<file path="config.mk">
export PLATFORM = sky130hd
export DESIGN_NAME = range_scan_jump_segmenter
export DESIGN_NICKNAME = d
export VERILOG_FILES = /design/src/rsj_pkg.sv /design/src/range_scan_jump_segmenter.sv /design/src/rsj_datapath.sv /design/src/rsj_controller.sv
export SDC_FILE = /design/constraint.sdc
export NUM_CORES = 2
export LEC_CHECK = 0
export BUFFER_PORTS_ARGS = -buffer_cell sky130_fd_sc_hd__buf_2
export CAP_MARGIN = 20
export CORE_ASPECT_RATIO = 1.1
export CORE_MARGIN = 8
export CORE_UTILIZATION = 45
export CTS_CLUSTER_DIAMETER = 60
export DETAILED_ROUTE_END_ITERATION = 12
export HOLD_SLACK_MARGIN = 0.12
export PLACE_DENSITY_LB_ADDON = 0.15
export SLEW_MARGIN = 40
export SYNTH_ARGS = -nofsm -noshare
export SYNTH_HDL_FRONTEND = slang
export SYNTH_SLANG_ARGS = --single-unit
</file>
<file path="constraint.sdc">
create_clock -name clock -period 29.6 [get_ports clock]
set_clock_uncertainty 0.05 [all_clocks]
set_input_delay 5.92 -clock clock [delete_from_list [all_inputs] [get_ports clock]]
set_output_delay 5.92 -clock clock [all_outputs]
set_load 0.1 [all_outputs]
</file>
<file path="src/rsj_pkg.sv">
// Shared types and codes for the range scan jump segmenter.
package rsj_pkg;

   // Configuration register indexes
   localparam logic [2:0] CSR_GAP_THRESHOLD_SQ   = 3'd0;
   localparam logic [2:0] CSR_MIN_POINTS         = 3'd1;
   localparam logic [2:0] CSR_MAX_CENTER_DIST_SQ = 3'd2;
   localparam logic [2:0] CSR_COS_STEP           = 3'd3;
   localparam logic [2:0] CSR_SIN_STEP           = 3'd4;
   localparam logic [2:0] CSR_COS_START          = 3'd5;
   localparam logic [2:0] CSR_SIN_START          = 3'd6;

   // Shared multiplier operations, AB to CS issued in this order per sample
   localparam logic [3:0] OP_AB  = 4'd0;
   localparam logic [3:0] OP_AA  = 4'd1;
   localparam logic [3:0] OP_BB  = 4'd2;
   localparam logic [3:0] OP_ABC = 4'd3;
   localparam logic [3:0] OP_XC  = 4'd4;
   localparam logic [3:0] OP_YS  = 4'd5;
   localparam logic [3:0] OP_CC  = 4'd6;
   localparam logic [3:0] OP_SS  = 4'd7;
   localparam logic [3:0] OP_SC  = 4'd8;
   localparam logic [3:0] OP_CS  = 4'd9;
   localparam logic [3:0] OP_XX  = 4'd10;
   localparam logic [3:0] OP_YY  = 4'd11;

   localparam int SAMPLE_OPS = 10;

   typedef struct packed {
      logic       accept;
      logic       mul_en;
      logic [3:0] op;
      logic       update;
      logic       div_step;
      logic       fix;
      logic       publish;
   } rsj_cmd_type;

   typedef struct packed {
      logic cand;
      logic out_full;
   } rsj_sts_type;

endpackage

</file>
<file path="src/range_scan_jump_segmenter.sv">
// Top level of the range scan jump segmenter.
// One range sample per transfer; neighbors are split where the squared
// law-of-cosines gap exceeds gap_threshold_sq, and each closed segment whose
// counted points reach min_points and whose rounded centroid lies strictly
// inside max_center_dist_sq comes out as one result transfer. A sample goes
// from acceptance to the next ready through accept, ten passes through the
// single shared multiplier, one drain and one state update; a sample that
// closes a segment with enough points adds the restoring division of the x
// and y sums, one quotient bit per cycle, then a sign fix, two multiplier
// passes for the range check and a publish that waits while the result
// register is full. A result waits in its own output register while the next
// sample is taken. Configuration writes are always ready and apply at once;
// cos_start and sin_start are picked up at the next scan start.
module range_scan_jump_segmenter
   import rsj_pkg::*;
#(
   parameter int MAX_BEAMS  = 4096,
   parameter int RANGE_BITS = 16
) (
   input  logic        clock,
   input  logic        reset,
   input  logic        req_tvalid,
   output logic        req_tready,
   input  logic [15:0] req_tdata,   // [15:0] range_mm
   input  logic        req_tuser,   // [0] first_sample
   input  logic        req_tlast,   // last_sample
   output logic        rsp_tvalid,
   input  logic        rsp_tready,
   output logic [71:0] rsp_tdata,   // center_x, center_y, first_beam, last_beam, point_total
   input  logic        csr_valid,
   output logic        csr_ready,
   input  logic [2:0]  csr_addr,
   input  logic [31:0] csr_wdata
);

   localparam int DIV_STEPS = RANGE_BITS + $clog2(MAX_BEAMS) + 3;

   rsj_cmd_type cmd;
   rsj_sts_type sts;

   // configuration transfers never stall
   assign csr_ready = 1'b1;

   rsj_controller #(
      .DIV_STEPS(DIV_STEPS)
   ) u_ctrl (
      .clock      (clock),
      .reset      (reset),
      .req_tvalid (req_tvalid),
      .req_tready (req_tready),
      .cmd        (cmd),
      .sts        (sts)
   );

   rsj_datapath #(
      .MAX_BEAMS  (MAX_BEAMS),
      .RANGE_BITS (RANGE_BITS)
   ) u_dp (
      .clock        (clock),
      .reset        (reset),
      .cmd          (cmd),
      .sts          (sts),
      .range_mm     (req_tdata),
      .first_sample (req_tuser),
      .last_sample  (req_tlast),
      .csr_valid    (csr_valid),
      .csr_addr     (csr_addr),
      .csr_wdata    (csr_wdata),
      .rsp_tvalid   (rsp_tvalid),
      .rsp_tready   (rsp_tready),
      .rsp_tdata    (rsp_tdata)
   );

endmodule

</file>
<file path="src/rsj_datapath.sv">
// Datapath: config registers, shared multiplier, scan state, divider, result register.
module rsj_datapath
   import rsj_pkg::*;
#(
   parameter int MAX_BEAMS  = 4096,
   parameter int RANGE_BITS = 16
) (
   input  logic              clock,
   input  logic              reset,
   input  rsj_cmd_type       cmd,
   output rsj_sts_type       sts,
   input  logic [15:0]       range_mm,
   input  logic              first_sample,
   input  logic              last_sample,
   input  logic              csr_valid,
   input  logic [2:0]        csr_addr,
   input  logic [31:0]       csr_wdata,
   output logic              rsp_tvalid,
   input  logic              rsp_tready,
   output logic [71:0]       rsp_tdata
);

   localparam int RW = RANGE_BITS;
   localparam int IW = $clog2(MAX_BEAMS);
   localparam int CW = IW + 1;
   localparam int SW = RW + IW + 2;
   localparam int DW = SW + 1;
   localparam int XW = RW + 1;
   localparam int AW = 2 * RW + 1;
   localparam int BW = ((RW > 16) ? RW : 16) + 1;
   localparam int PW = AW + BW;
   localparam int GW = (2 * RW + 18 > 49) ? 2 * RW + 18 : 49;

   // configuration
   logic [31:0]        gap_thr_ff, max_dist_ff;
   logic [12:0]        min_points_ff;
   logic signed [15:0] cos_step_ff, sin_step_ff, cos_start_ff, sin_start_ff;

   always_ff @(posedge clock) begin
      if (reset) begin
         gap_thr_ff    <= 32'd10000;
         min_points_ff <= 13'd3;
         max_dist_ff   <= 32'd25000000;
         cos_step_ff   <= 16'sd32767;
         sin_step_ff   <= 16'sd206;
         cos_start_ff  <= 16'sd32767;
         sin_start_ff  <= 16'sd0;
      end else if (csr_valid) begin
         case (csr_addr)
            CSR_GAP_THRESHOLD_SQ:   gap_thr_ff    <= csr_wdata;
            CSR_MIN_POINTS:         min_points_ff <= csr_wdata[12:0];
            CSR_MAX_CENTER_DIST_SQ: max_dist_ff   <= csr_wdata;
            CSR_COS_STEP:           cos_step_ff   <= csr_wdata[15:0];
            CSR_SIN_STEP:           sin_step_ff   <= csr_wdata[15:0];
            CSR_COS_START:          cos_start_ff  <= csr_wdata[15:0];
            CSR_SIN_START:          sin_start_ff  <= csr_wdata[15:0];
            default: ;
         endcase
      end
   end

   // captured sample and scan state
   logic [RW-1:0]        r_ff, prev_ff;
   logic                 ls_ff, start_ff;
   logic signed [15:0]   beam_cos_ff, beam_sin_ff;
   logic [CW-1:0]        points_ff;
   logic [IW-1:0]        idx_ff, first_ff;
   logic signed [SW-1:0] sum_x_ff, sum_y_ff;

   // multiplier and its products
   logic signed [AW-1:0] mul_a;
   logic signed [BW-1:0] mul_b;
   logic signed [PW-1:0] prod_ff, rot_ff, sq_ff;
   logic [3:0]           op_ff;
   logic                 use_ff;
   logic [2*RW:0]        gacc_ff;
   logic [2*RW-1:0]      ab_ff;
   logic                 jump_ff, in_range_ff;
   logic signed [XW-1:0] px_ff, py_ff, cx_ff, cy_ff;
   logic signed [15:0]   nc_ff, ns_ff;

   always_comb begin
      mul_a = '0;
      mul_b = '0;
      case (cmd.op)
         OP_AA: begin
            mul_a = AW'($signed({1'b0, prev_ff}));
            mul_b = BW'($signed({1'b0, prev_ff}));
         end
         OP_BB: begin
            mul_a = AW'($signed({1'b0, r_ff}));
            mul_b = BW'($signed({1'b0, r_ff}));
         end
         OP_AB: begin
            mul_a = AW'($signed({1'b0, prev_ff}));
            mul_b = BW'($signed({1'b0, r_ff}));
         end
         OP_ABC: begin
            mul_a = AW'($signed({1'b0, ab_ff}));
            mul_b = BW'(cos_step_ff);
         end
         OP_XC: begin
            mul_a = AW'($signed({1'b0, r_ff}));
            mul_b = BW'(beam_cos_ff);
         end
         OP_YS: begin
            mul_a = AW'($signed({1'b0, r_ff}));
            mul_b = BW'(beam_sin_ff);
         end
         OP_CC: begin
            mul_a = AW'(beam_cos_ff);
            mul_b = BW'(cos_step_ff);
         end
         OP_SS: begin
            mul_a = AW'(beam_sin_ff);
            mul_b = BW'(sin_step_ff);
         end
         OP_SC: begin
            mul_a = AW'(beam_sin_ff);
            mul_b = BW'(cos_step_ff);
         end
         OP_CS: begin
            mul_a = AW'(beam_cos_ff);
            mul_b = BW'(sin_step_ff);
         end
         OP_XX: begin
            mul_a = AW'(cx_ff);
            mul_b = BW'(cx_ff);
         end
         OP_YY: begin
            mul_a = AW'(cy_ff);
            mul_b = BW'(cy_ff);
         end
         default: ;
      endcase
   end

   // consumers of the registered product
   logic signed [GW-1:0] gap_lhs, gap_rhs;
   logic signed [PW:0]   rot_rnd, prod_rnd;
   logic signed [PW:0]   sq_sum;

   always_comb begin
      gap_lhs = GW'($signed({1'b0, gacc_ff, 15'b0})) - (GW'(prod_ff) <<< 1);
      gap_rhs = GW'($signed({1'b0, gap_thr_ff, 15'b0}));
      prod_rnd = (PW + 1)'(prod_ff) + (PW + 1)'(16384);
      if (op_ff == OP_SS) begin
         rot_rnd = ((PW + 1)'(rot_ff) - (PW + 1)'(prod_ff) + (PW + 1)'(16384)) >>> 15;
      end else begin
         rot_rnd = ((PW + 1)'(rot_ff) + (PW + 1)'(prod_ff) + (PW + 1)'(16384)) >>> 15;
      end
      sq_sum = (PW + 1)'(sq_ff) + (PW + 1)'(prod_ff);
   end

   function automatic logic signed [15:0] sat16(input logic signed [PW:0] v);
      if (v > (PW + 1)'(32767)) begin
         return 16'sh7fff;
      end else if (v < -(PW + 1)'(32768)) begin
         return -16'sh8000;
      end
      return 16'(v);
   endfunction

   always_ff @(posedge clock) begin
      prod_ff <= PW'(mul_a * mul_b);
      op_ff   <= cmd.op;
      if (reset) begin
         use_ff <= 1'b0;
      end else begin
         use_ff <= cmd.mul_en;
      end
      if (use_ff) begin
         case (op_ff)
            OP_AA:  gacc_ff <= (2 * RW + 1)'(prod_ff);
            OP_BB:  gacc_ff <= gacc_ff + (2 * RW + 1)'(prod_ff);
            OP_AB:  ab_ff   <= (2 * RW)'(prod_ff);
            OP_ABC: jump_ff <= gap_lhs > gap_rhs;
            OP_XC:  px_ff   <= XW'(prod_rnd >>> 15);
            OP_YS:  py_ff   <= XW'(prod_rnd >>> 15);
            OP_CC:  rot_ff  <= prod_ff;
            OP_SS:  nc_ff   <= sat16(rot_rnd);
            OP_SC:  rot_ff  <= prod_ff;
            OP_CS:  ns_ff   <= sat16(rot_rnd);
            OP_XX:  sq_ff   <= prod_ff;
            OP_YY:  in_range_ff <= sq_sum < (PW + 1)'($signed({1'b0, max_dist_ff}));
            default: ;
         endcase
      end
   end

   // segment bookkeeping
   logic [IW:0]          idx1;
   logic                 last_beam;
   logic [CW-1:0]        cand_n, cand_cnt;
   logic [IW-1:0]        cand_last;
   logic signed [SW-1:0] cand_sx, cand_sy, mag_x, mag_y;
   logic                 cand_ok;

   always_comb begin
      idx1      = (IW + 1)'(idx_ff) + (IW + 1)'(1);
      last_beam = ls_ff || (idx1 >= (IW + 1)'(MAX_BEAMS - 1));
      cand_ok   = 1'b0;
      cand_n    = points_ff;
      cand_cnt  = points_ff;
      cand_last = idx_ff;
      cand_sx   = sum_x_ff;
      cand_sy   = sum_y_ff;
      if (!start_ff) begin
         if (last_beam) begin
            cand_ok   = 1'b1;
            cand_n    = points_ff + CW'(1);
            cand_last = IW'(idx1);
            cand_sx   = sum_x_ff + SW'(px_ff);
            cand_sy   = sum_y_ff + SW'(py_ff);
         end else if (jump_ff) begin
            cand_ok = 1'b1;
         end
      end
      mag_x = (cand_sx < 0) ? -cand_sx : cand_sx;
      mag_y = (cand_sy < 0) ? -cand_sy : cand_sy;
   end

   logic rsp_valid_ff;

   assign sts = '{cand: cand_ok && (cand_n != '0) &&
                        (32'(cand_cnt) >= 32'(min_points_ff)),
                  out_full: rsp_valid_ff && !rsp_tready};

   always_ff @(posedge clock) begin
      if (cmd.accept) begin
         r_ff     <= RW'(range_mm);
         ls_ff    <= last_sample;
         start_ff <= first_sample || (points_ff == '0);
         if (first_sample || (points_ff == '0)) begin
            beam_cos_ff <= cos_start_ff;
            beam_sin_ff <= sin_start_ff;
         end
      end
      if (cmd.update) begin
         beam_cos_ff <= nc_ff;
         beam_sin_ff <= ns_ff;
         prev_ff     <= r_ff;
         if (start_ff) begin
            idx_ff   <= '0;
            first_ff <= '0;
            sum_x_ff <= SW'(px_ff);
            sum_y_ff <= SW'(py_ff);
         end else begin
            idx_ff <= IW'(idx1);
            if (last_beam) begin
               sum_x_ff <= cand_sx;
               sum_y_ff <= cand_sy;
            end else if (jump_ff) begin
               sum_x_ff <= SW'(px_ff);
               sum_y_ff <= SW'(py_ff);
               first_ff <= IW'(idx1);
            end else begin
               sum_x_ff <= sum_x_ff + SW'(px_ff);
               sum_y_ff <= sum_y_ff + SW'(py_ff);
            end
         end
      end
   end

   always_ff @(posedge clock) begin
      if (reset) begin
         points_ff <= '0;
      end else if (cmd.update) begin
         if (start_ff) begin
            points_ff <= ls_ff ? '0 : CW'(1);
         end else if (last_beam) begin
            points_ff <= '0;
         end else if (jump_ff) begin
            points_ff <= CW'(1);
         end else begin
            points_ff <= points_ff + CW'(1);
         end
      end
   end

   // restoring dividers for x and y, one quotient bit per step
   logic [CW-1:0] dvs_ff, rem_x_ff, rem_y_ff;
   logic [DW-1:0] quo_x_ff, quo_y_ff;
   logic          neg_x_ff, neg_y_ff;
   logic [IW-1:0] res_first_ff, res_last_ff;
   logic [CW-1:0] res_n_ff;
   logic [CW:0]   sh_x, sh_y;

   assign sh_x = {rem_x_ff, quo_x_ff[DW-1]};
   assign sh_y = {rem_y_ff, quo_y_ff[DW-1]};

   always_ff @(posedge clock) begin
      if (cmd.update) begin
         dvs_ff       <= cand_n;
         rem_x_ff     <= '0;
         rem_y_ff     <= '0;
         quo_x_ff     <= DW'(mag_x) + DW'(cand_n >> 1);
         quo_y_ff     <= DW'(mag_y) + DW'(cand_n >> 1);
         neg_x_ff     <= cand_sx < 0;
         neg_y_ff     <= cand_sy < 0;
         res_first_ff <= first_ff;
         res_last_ff  <= cand_last;
         res_n_ff     <= cand_n;
      end else if (cmd.div_step) begin
         if (sh_x >= {1'b0, dvs_ff}) begin
            rem_x_ff <= CW'(sh_x - {1'b0, dvs_ff});
            quo_x_ff <= {quo_x_ff[DW-2:0], 1'b1};
         end else begin
            rem_x_ff <= CW'(sh_x);
            quo_x_ff <= {quo_x_ff[DW-2:0], 1'b0};
         end
         if (sh_y >= {1'b0, dvs_ff}) begin
            rem_y_ff <= CW'(sh_y - {1'b0, dvs_ff});
            quo_y_ff <= {quo_y_ff[DW-2:0], 1'b1};
         end else begin
            rem_y_ff <= CW'(sh_y);
            quo_y_ff <= {quo_y_ff[DW-2:0], 1'b0};
         end
      end
      if (cmd.fix) begin
         cx_ff <= neg_x_ff ? XW'(-$signed({1'b0, quo_x_ff})) : XW'($signed({1'b0, quo_x_ff}));
         cy_ff <= neg_y_ff ? XW'(-$signed({1'b0, quo_y_ff})) : XW'($signed({1'b0, quo_y_ff}));
      end
   end

   // result register
   logic [71:0] rsp_data_ff;

   always_ff @(posedge clock) begin
      if (reset) begin
         rsp_valid_ff <= 1'b0;
      end else if (cmd.publish && in_range_ff) begin
         rsp_valid_ff <= 1'b1;
      end else if (rsp_tready) begin
         rsp_valid_ff <= 1'b0;
      end
      if (cmd.publish && in_range_ff) begin
         rsp_data_ff <= {1'b0, 13'(res_n_ff), 12'(res_last_ff), 12'(res_first_ff),
                         17'(cy_ff), 17'(cx_ff)};
      end
   end

   assign rsp_tvalid   = rsp_valid_ff;
   assign rsp_tdata    = rsp_data_ff;

endmodule

</file>
<file path="src/rsj_controller.sv">
// Controller: sequences multiplier ops and update per sample, then division, check and publish per qualifying segment.
module rsj_controller
   import rsj_pkg::*;
#(
   parameter int DIV_STEPS = 31
) (
   input  logic        clock,
   input  logic        reset,
   input  logic        req_tvalid,
   output logic        req_tready,
   output rsj_cmd_type cmd,
   input  rsj_sts_type sts
);

   localparam logic [2:0] ST_IDLE = 3'd0;
   localparam logic [2:0] ST_MUL  = 3'd1;
   localparam logic [2:0] ST_UPD  = 3'd2;
   localparam logic [2:0] ST_DIV  = 3'd3;
   localparam logic [2:0] ST_FIX  = 3'd4;
   localparam logic [2:0] ST_SQ   = 3'd5;
   localparam logic [2:0] ST_PUB  = 3'd6;

   localparam int NW = $clog2(DIV_STEPS + 1);

   logic [2:0]    state_ff, state_in;
   logic [NW-1:0] cnt_ff, cnt_in;

   always_comb begin
      state_in = state_ff;
      cnt_in   = cnt_ff;
      cmd      = '0;
      case (state_ff)
         ST_IDLE: begin
            if (req_tvalid) begin
               cmd.accept = 1'b1;
               cnt_in     = '0;
               state_in   = ST_MUL;
            end
         end
         ST_MUL: begin
            if (32'(cnt_ff) < SAMPLE_OPS) begin
               cmd.mul_en = 1'b1;
               cmd.op     = 4'(cnt_ff);
               cnt_in     = cnt_ff + NW'(1);
            end else begin
               state_in = ST_UPD;
            end
         end
         ST_UPD: begin
            cmd.update = 1'b1;
            cnt_in     = '0;
            state_in   = sts.cand ? ST_DIV : ST_IDLE;
         end
         ST_DIV: begin
            cmd.div_step = 1'b1;
            cnt_in       = cnt_ff + NW'(1);
            if (cnt_ff == NW'(DIV_STEPS - 1)) begin
               state_in = ST_FIX;
            end
         end
         ST_FIX: begin
            cmd.fix  = 1'b1;
            cnt_in   = '0;
            state_in = ST_SQ;
         end
         ST_SQ: begin
            cnt_in = cnt_ff + NW'(1);
            if (cnt_ff == NW'(0)) begin
               cmd.mul_en = 1'b1;
               cmd.op     = OP_XX;
            end else if (cnt_ff == NW'(1)) begin
               cmd.mul_en = 1'b1;
               cmd.op     = OP_YY;
            end else begin
               state_in = ST_PUB;
            end
         end
         ST_PUB: begin
            if (!sts.out_full) begin
               cmd.publish = 1'b1;
               state_in    = ST_IDLE;
            end
         end
         default: state_in = ST_IDLE;
      endcase
   end

   always_ff @(posedge clock) begin
      if (reset) begin
         state_ff <= ST_IDLE;
         cnt_ff   <= '0;
      end else begin
         state_ff <= state_in;
         cnt_ff   <= cnt_in;
      end
   end

   assign req_tready = (state_ff == ST_IDLE);

endmodule

</file>
==> flow_summary_export.csv <==
group,metric,value,unit
logic_synthesis,synth-simple-area-share,16.6,%
run_status,outcome,"finished clean",
global_route,grt_first_pass_wirelength,352000,microns
global_route,grt_max_degree,152,
logic_synthesis,synthAdderAreaFrac,25.6,%
logic_synthesis,synth_top_family_by_area,"adder cells",
worst_setup_path,cp_data_arrival_time,11.52,ns
sta,fin_tns_setup,0,ns
detailed_routing,drc,0,
logic_synthesis,netlist_area,73000,sq um
die,dieArea,175000,sq um
detailed_routing,drtIter0Drc,4420,
cells_and_area,syn_to_final_growth,9.69,%
clock_tree,cts_max_level,3,
clock_tree,root_buffer,"clkbuf_16",
detailed_routing,via_count,58700,
logic_synthesis,synth_ff_type,"edfxtp_1",
logic_synthesis,postSynthRegisterBits,833,
logic_synthesis,syn_area_per_cell,9.13,sq um
die,die_h,438,microns
clock_tree,clock_sinks,833,
worst_setup_path,critPathRequiredTime,30.16,ns
sta,hold_viol,0,
logic_synthesis,synth_mux_area_share,0.617,%
logic_synthesis,ys_warn_count,0,
die,pin_count,133,
logic_synthesis,yosysSeqAreaShare,30.9,%
worst_setup_path,crit_fanout,62,
cells_and_area,drive_gt1_share,7.00,%
clock_tree,clk_latency,0.74,ns
clock_tree,clkTransAtPathRegs,0.06,ns
cells_and_area,nFillCells,15400,
logic_synthesis,synth_compound_area_share,14.9,%
sta,fin_crit_sh,37.0,%
logic_synthesis,synth.net_count,9222,
logic_synthesis,async_reset_ff_share,0,%
clock_tree,cts_buffer_depth,3,
sta,period_needed,10.96,ns
cells_and_area,layout.nets,9291,
sta,worstMarginPinSlew,0.895,ns
detailed_routing,viasPerCell,5.71,
placed_design,portBuffers,130,
logic_synthesis,synth.distinct_cells,112,
sta,rsz0062_at_grt,"false",
sta,final_max_slew_viol_count,0,
sta,slew_headroom,39.8,%
logic_synthesis,synthCells,7997,
sta,setup_viol_count_final,0,
placed_design,dpl.hpwl,179000,microns
placed_design,gp_congestion,0.926,
clock_tree,post-cts-setup-buffers,0,
job,maxCapViolCount,0,
global_route,grt_antenna_before_repair,16,
detailed_routing,routed_wl,231000,microns
worst_setup_path,worst_setup_path_end_kind,"flip-flop",
detailed_routing,drtAntennaViolNets,0,
die,fp.dieW,400,microns
worst_setup_path,worst_path_dominant_cell_family,"adder cells",
die,initial_core_util,45.1,%
cells_and_area,layout_commonest_cell,"nand2_1",
clock_tree,cts_tree,"done",
worst_setup_path,startpoint_type,"flip-flop",
worst_setup_path,cp_slowest_cell,"buf_4",
sta,clock.fmax,91.3,MHz
worst_hold_path,hp-class,"flip-flop to flip-flop",
logic_synthesis,synth_edf_count,589,
clock_tree,ctsResizeCount,0,
global_route,grtUsageTotal,26.0,%
global_route,grt_pass1_vias,58000,
detailed_routing,drtPass1Iterations,6,
worst_setup_path,critPathBufInv,8,
die,std_cell_rows,155,
clock_tree,cts_buffers,106,
global_route,grt_overflow,0,
logic_synthesis,synthXorXnorAreaFrac,5.02,%
worst_setup_path,worstSetupPathType,"flip-flop to flip-flop",
clock_tree,cts_hold_buf,0,
cells_and_area,final_cell_mix,"nand2_1, inv_1, nor2_1",
die,core-area,162000,sq um
cells_and_area,fin_util,49.5,%
detailed_routing,wire_per_inst,22.5,microns
worst_setup_path,path_common_cell,"fa_1",
worst_setup_path,cpPeakStageDelay,0.60,ns
area by class of cell:
type / count / area (sq um) / share of cell area (%)
well taps: 2119 / 2650 / 3.31
repair buffers: 255 / 1630 / 2.03
clock inverters: 54 / 544 / 0.680
flip-flops and latches: 833 / 22600 / 28.2
inverters: 914 / 3440 / 4.29
diodes: 6 / 15.0 / 0.0187
multi-input cells: 5956 / 46200 / 57.7
clock buffers: 146 / 3030 / 3.79
registers in the layout (all words and copies together) (netlist names), 31 cells and up:
name / flops
u_dp.rsp_tdata: 71
u_dp.prod_ff: 50
u_dp.rot_ff: 50
u_dp.sq_ff: 50
u_dp.gacc_ff: 33
u_dp.ab_ff: 32
u_dp.gap_thr_ff: 32
u_dp.max_dist_ff: 32
u_dp.quo_x_ff: 31
u_dp.quo_y_ff: 31
kinds of logic after synthesis:
family          after synthesis
mux                          44
other cells                   2
buf+inv                    1208
xor+xnor                    417
simple gates               2641
flops                       833
fa+ha+maj                  1167
compound gates             1685
worst paths after layout:
check	slack, ns	to	start	cells after the start
setup / recovery	18.64	u_dp.prod_ff[47]	u_ctrl.state_ff[0]	39
hold / removal	0.36	u_dp.res_first_ff[0]	u_dp.first_ff[0]	0
setup reg to reg	18.64	u_dp.prod_ff[47]	u_ctrl.state_ff[0]	39
hold reg to reg	0.36	u_dp.res_first_ff[0]	u_dp.first_ff[0]	0
metal layers:
layer | vias to the layer above | share of wire [%] | track usage, % | wire, microns
li1 | 27600 | - | - | -
met1 | 28900 | 41 | 33.4 | 95500
met2 | 1791 | 48 | 43.8 | 111000
met3 | 396 | 5.9 | 3.32 | 13700
met4 | 2 | 4.9 | 11.3 | 11400
met5 | - | 0.0073 | 0 | 17
cells in the mapped netlist, types with 78 or more instances:
master	number	area, sq um
inv_1	911	3420
nand2b_1	91	569
xor2_1	129	1130
a21o_1	161	1210
nand3_1	118	591
xnor2_1	287	2510
o21ai_0	367	1840
edfxtp_1	589	17700
dfxtp_1	244	4880
clkbuf_1	254	953
and3_1	78	488
a21oi_1	492	2460
ha_1	623	7790
fa_1	544	10900
nor2_1	665	2500
nor3_1	161	806
nand2_1	1094	4110
worst register-to-register path, delay by kind of cell, from the launching register on:
| family | cells | cell delay, ns |
|---|---|---|
| adder cells (fa/ha/maj) | 7 | 3.48 |
| XOR/XNOR | 1 | 0.14 |
| AO/OA/AOI/OAI | 11 | 2.24 |
| flip-flops | 1 | 0.53 |
| buffers and inverters | 8 | 1.92 |
| AND/OR/NAND/NOR | 12 | 2.49 |
through the flow:
step,area [sq um],cells,worst slack [ns],hold slack [ns]
after floorplan,73000,7997,20.09,0.350
after global placement,76300,10100,18.73,0.353
after detailed placement,76400,10100,18.76,0.355
after CTS,80000,10300,18.73,0.356
after global routing,80100,10300,18.04,0.355
final,80100,10300,18.64,0.356
Power is not shown: default switching activity piles up to over one toggle a cycle in this logic, so the estimate is an artifact.
